`config.mk`:
```
export PLATFORM = sky130hd
export DESIGN_NAME = bmhq_cell
export DESIGN_NICKNAME = d
export VERILOG_FILES = /design/src/rtl/core/binary_max_heap_queue_defines.svh /design/src/rtl/core/bmhq_pkg.sv /design/src/rtl/core/bmhq_cell.sv
export SDC_FILE = /design/constraint.sdc
export NUM_CORES = 1
export LEC_CHECK = 0
export BUFFER_PORTS_ARGS = -buffer_cell sky130_fd_sc_hd__buf_2
export CORE_UTILIZATION = 49
export DETAILED_ROUTE_END_ITERATION = 10
export PLACE_DENSITY = 0.87
export SLEW_MARGIN = 15
export SYNTH_ARGS = -nofsm -noshare
export SYNTH_HDL_FRONTEND = slang
export SYNTH_SLANG_ARGS = --single-unit
```
`constraint.sdc`:
```
create_clock -name clk -period 4.7 [get_ports clk]
set_input_delay 0.705 -clock clk [delete_from_list [all_inputs] [get_ports clk]]
set_output_delay 0.705 -clock clk [all_outputs]
set_load 0.1 [all_outputs]
```
`src/rtl/core/binary_max_heap_queue_defines.svh`:
```
// ----------------------------------------------------------------------------
// Assertion macros for the priority queue
// Shared property wrappers, clocked on clk and disabled while rst_n is low.
// ----------------------------------------------------------------------------
`ifndef BINARY_MAX_HEAP_QUEUE_DEFINES_SVH
`define BINARY_MAX_HEAP_QUEUE_DEFINES_SVH

// Same-cycle implication
`define BMHQ_ASSERT_IMM(lbl, ante, cons, msg) \
  lbl: assert property (@(posedge clk) disable iff (!rst_n) (ante) |-> (cons)) \
    else $error(msg);

// Next-cycle implication
`define BMHQ_ASSERT_NXT(lbl, ante, cons, msg) \
  lbl: assert property (@(posedge clk) disable iff (!rst_n) (ante) |=> (cons)) \
    else $error(msg);

`endif

```
`src/rtl/core/bmhq_pkg.sv`:
```
// ----------------------------------------------------------------------------
// Priority queue package
// Opcodes, status codes and the command broadcast to every sorting cell.
// ----------------------------------------------------------------------------
package bmhq_pkg;

  localparam int VAL_W = 32;

  // Input opcodes
  typedef logic [1:0] opcode_t;
  localparam opcode_t OP_INSERT = 2'd0;
  localparam opcode_t OP_POP    = 2'd1;
  localparam opcode_t OP_REMOVE = 2'd2;

  // Result status codes
  typedef logic [1:0] status_t;
  localparam status_t ST_OK       = 2'd0;
  localparam status_t ST_FULL     = 2'd1;
  localparam status_t ST_EMPTY    = 2'd2;
  localparam status_t ST_NOTFOUND = 2'd3;

  // Cell operations
  typedef logic [2:0] cell_op_t;
  localparam cell_op_t CELL_HOLD   = 3'd0;
  localparam cell_op_t CELL_INSERT = 3'd1;
  localparam cell_op_t CELL_POP    = 3'd2;
  localparam cell_op_t CELL_REMOVE = 3'd3;
  localparam cell_op_t CELL_MARK   = 3'd4;
  localparam cell_op_t CELL_SCAN   = 3'd5;

  typedef struct packed {
    cell_op_t                 op;
    logic signed [VAL_W-1:0]  value;
  } cell_cmd_t;

endpackage

```
`src/rtl/core/bmhq_cell.sv`:
```
// ----------------------------------------------------------------------------
// Sorting cell
// Holds one entry of the descending sorted row and its match flag. Inserts,
// pops and removals shift entries by one place between neighbors.
// ----------------------------------------------------------------------------
module bmhq_cell #(
  parameter int IDX   = 0,
  parameter int CNT_W = 7
) (
  input  logic                              clk,
  input  bmhq_pkg::cell_cmd_t               cmd,
  input  logic [CNT_W-1:0]                  count,
  input  logic signed [bmhq_pkg::VAL_W-1:0] left_data,
  input  logic                              left_keep,
  input  logic signed [bmhq_pkg::VAL_W-1:0] right_data,
  input  logic                              right_hit,
  output logic signed [bmhq_pkg::VAL_W-1:0] data,
  output logic                              keep,
  output logic                              hit
);
  import bmhq_pkg::*;

  logic signed [VAL_W-1:0] data_r, data_nxt;
  logic                    hit_r, hit_nxt;
  logic                    live;

  assign live = CNT_W'(IDX) < count;
  // Keep place on insert when this live entry ranks at or above the new value
  assign keep = live && (data_r >= cmd.value);

  // Select next entry and match flag
  always_comb begin
    data_nxt = data_r;
    hit_nxt  = hit_r;
    unique case (cmd.op)
      CELL_HOLD: begin
      end
      CELL_INSERT: begin
        if (!keep) begin
          data_nxt = left_keep ? cmd.value : left_data;
        end
      end
      CELL_POP: begin
        data_nxt = right_data;
      end
      CELL_REMOVE: begin
        if (data_r <= cmd.value) begin
          data_nxt = right_data;
        end
      end
      CELL_MARK: begin
        hit_nxt = live && (data_r == cmd.value);
      end
      CELL_SCAN: begin
        hit_nxt = right_hit;
      end
      default: begin
      end
    endcase
  end

  always_ff @(posedge clk) begin
    data_r <= data_nxt;
    hit_r  <= hit_nxt;
  end

  assign data = data_r;
  assign hit  = hit_r;

endmodule

```
==> results.toml <==
[outcome]
outcome = "finished clean"

[global_route]
antenna_found_initial = 0
grt_max_degree = 65
grt_pass1_vias = 2259
track_usage_pct = 22.5
grt_pass1_wl_mm = 9.61
grt.overflow.total = 0

[logic_synthesis]
postSynthCellCount = 270
synth_top_flop_cell = "edfxtp_1"
ys_seq_elements = 33
synth_edf_count = 33
synth_cell_type_count = 36
yosys_warnings = 0
synth.net_count = 411
ys_seq_area_share_pct = 37.9
syn-cell-area_mm2 = 0.00261
ys_async_sr_fraction_pct = 0
syn_area_per_cell_um2 = 9.67

[clocking]
cts_buffers = 5
cts_root_buffer = "clkbuf_8"
cts.path.max_buffers = 2
hold_buffers = 0
clk_pin_slew_worst_paths_ns = 0.07
cts_setup_buffers = 0
cts_tree = "yes"
numClockSinks = 33
h-tree-depth = 2
ctsResizeCount = 0
clk_latency_ns = 0.27

[floorplan]
io_pins = 143
die_width_um = 75
initial_core_util_pct = 51.1
rows = 26
die_area_mm2 = 0.00563
core_mm2 = 0.00511
dieHeight_um = 75

[worst_hold_path]
hold_class = "input port to register"
hold_depth = 3

[placed_design]
gp_congestion = 0.801
portBuffers = 142
dp_hpwl_mm = 5.19

[worst_setup_path]
cp_slowest_cell = "o31ai_1"
crit_type = "input port to primary output"
end_kind = "primary output"
cp_max_fo = 4
cp.arrival_ns = 2.77
slowest_delay_ns = 0.44
worst_ep_required_time_ns = 3.99
worstPathCellList = "buf_2, inv_1, ha_1, a21oi_1, o21ai_0, a21o_1, o31ai_1, a21o_1, and3b_1, buf_2"
cp-start-kind = "input port"
rr_worst_depth = 7

[sta]
hold_viol = 0
min_period_over_period_pct = 73.9
hold-worst-slack_ns = 0.703
max_freq_mhz = 288
fin_crit_ns = 3.47
worst_slew_pin_slew_ns = 0.985
maxSlewHeadroom_pct = 34.4
rsz0062_at_grt = "no"
maxSlewViolCount = 0
skew_ns = 0.00745
setup_viol = 0
fin_setup_tns_ns = 0

[final_layout]
fillCellCount = 421
regArea_um2 = 991
layout-area-overhead-vs-synth_pct = 33.3
nets = 550
final_util_pct = 68.1
drive_above_1_share_pct = 38.3
multi_input_area_mm2 = 0.00145
n_antenna_cell = 0

[routing]
dr.pass1.iters = 4
vias = 2506
viasPerCell = 5.22
drt_iter0_markers = 53
wl_mm = 6.45
antenna_left = 0
route.detailed.drc = 0
wire_per_inst_um = 13.4

[power_and_ir_drop]
powerDensity_mw_per_mm2 = 299
ir_drop_uv = 210
power.leakage_nw = 1.79

[run]
drv_cap = 0
worst max-delay path: cells and delay by family:
kind / cells / cell delay, ns
simple gates: 1 / 0.15
compound gates: 5 / 1.05
fa+ha+maj: 1 / 0.31
buf+inv: 3 / 0.55
cell usage after synthesis, types with 2 or more instances:
library cell  number  area, um2
inv_1             34        128
nand4_1            5       31.3
nor2b_1            3       18.8
nor2_1             2       7.51
a21oi_1           12       60.1
buf_2              3       15.0
mux2i_1           32        320
o2111ai_1          2       17.5
clkbuf_1           8       30.0
o21ai_0           34        170
ha_1              32        400
o31ai_1            2       15.0
nor4_2             2       25.0
edfxtp_1          33        991
a21o_1             8       60.1
nand2_1           37        139
a31oi_1            2       12.5
where the power goes:
part	internal, mW	leakage [nW]	total (mW)	switching [mW]
Clock	0.105	0.0395	0.200	0.0947
Combinational	0.120	1.44	0.461	0.341
Sequential	0.366	0.312	0.381	0.0151
state kept, by name (all words and copies together), names as in the netlist:
signal,count
data,32
hit,1
stage by stage:
stage	total power [mW]	std cells	setup slack, ns	cell area [um2]
2_1_floorplan	0.731	270	1.00	2610
3_5_place_dp	0.847	471	1.23	3370
5_1_grt	1.10	480	1.06	3480
4_1_cts	1.05	479	1.23	3450
6_report	1.04	480	1.23	3480
3_3_place_gp	0.835	471	1.26	3370
cell usage in the layout (no fill, tap or decap), types with 2 or more instances in the layout:
master,instances
clkbuf_8,5
nand4_1,5
edfxtp_1,33
o2111ai_1,2
clkbuf_1,3
a21o_1,8
nor2b_1,2
mux2i_1,32
a21oi_1,12
nor2_1,2
buf_2,142
nor4_2,2
a31oi_1,2
ha_1,32
o21ai_0,34
nand2_1,37
o31ai_1,2
inv_1,34
worst paths after layout:
kind,from,end,slack (ns)
max,cmd[15],keep,1.23
min reg2reg,data[4],hit,1.22
max reg2reg,data[14],data[11],1.76
min,right_data[29],data[29],0.70
metal layers:
metal	global-route usage, %	routed length, um	vias to the layer above
met5	0	0	-
met4	6.08	68	0
met3	4.55	335	6
met2	42.3	3410	86
met1	25.7	2640	1155
li1	-	-	1259
kinds of logic after synthesis:
kind of cell / after synthesis / synth area share [%]
compound gates: 66 / 14.9
fa+ha+maj: 32 / 15.3
buf+inv: 46 / 6.76
flops: 33 / 37.9
mux: 32 / 12.3
simple gates: 61 / 12.8
layout make-up:
cell class | instances | area share, %
flip-flops and latches | 33 | 28.5
inverters | 35 | 3.78
well taps | 70 | 2.52
multi-input cells | 191 | 41.7
clock buffers | 8 | 2.30
repair buffers | 143 | 21.2
Note: power is estimated with default switching activity, not from simulation.
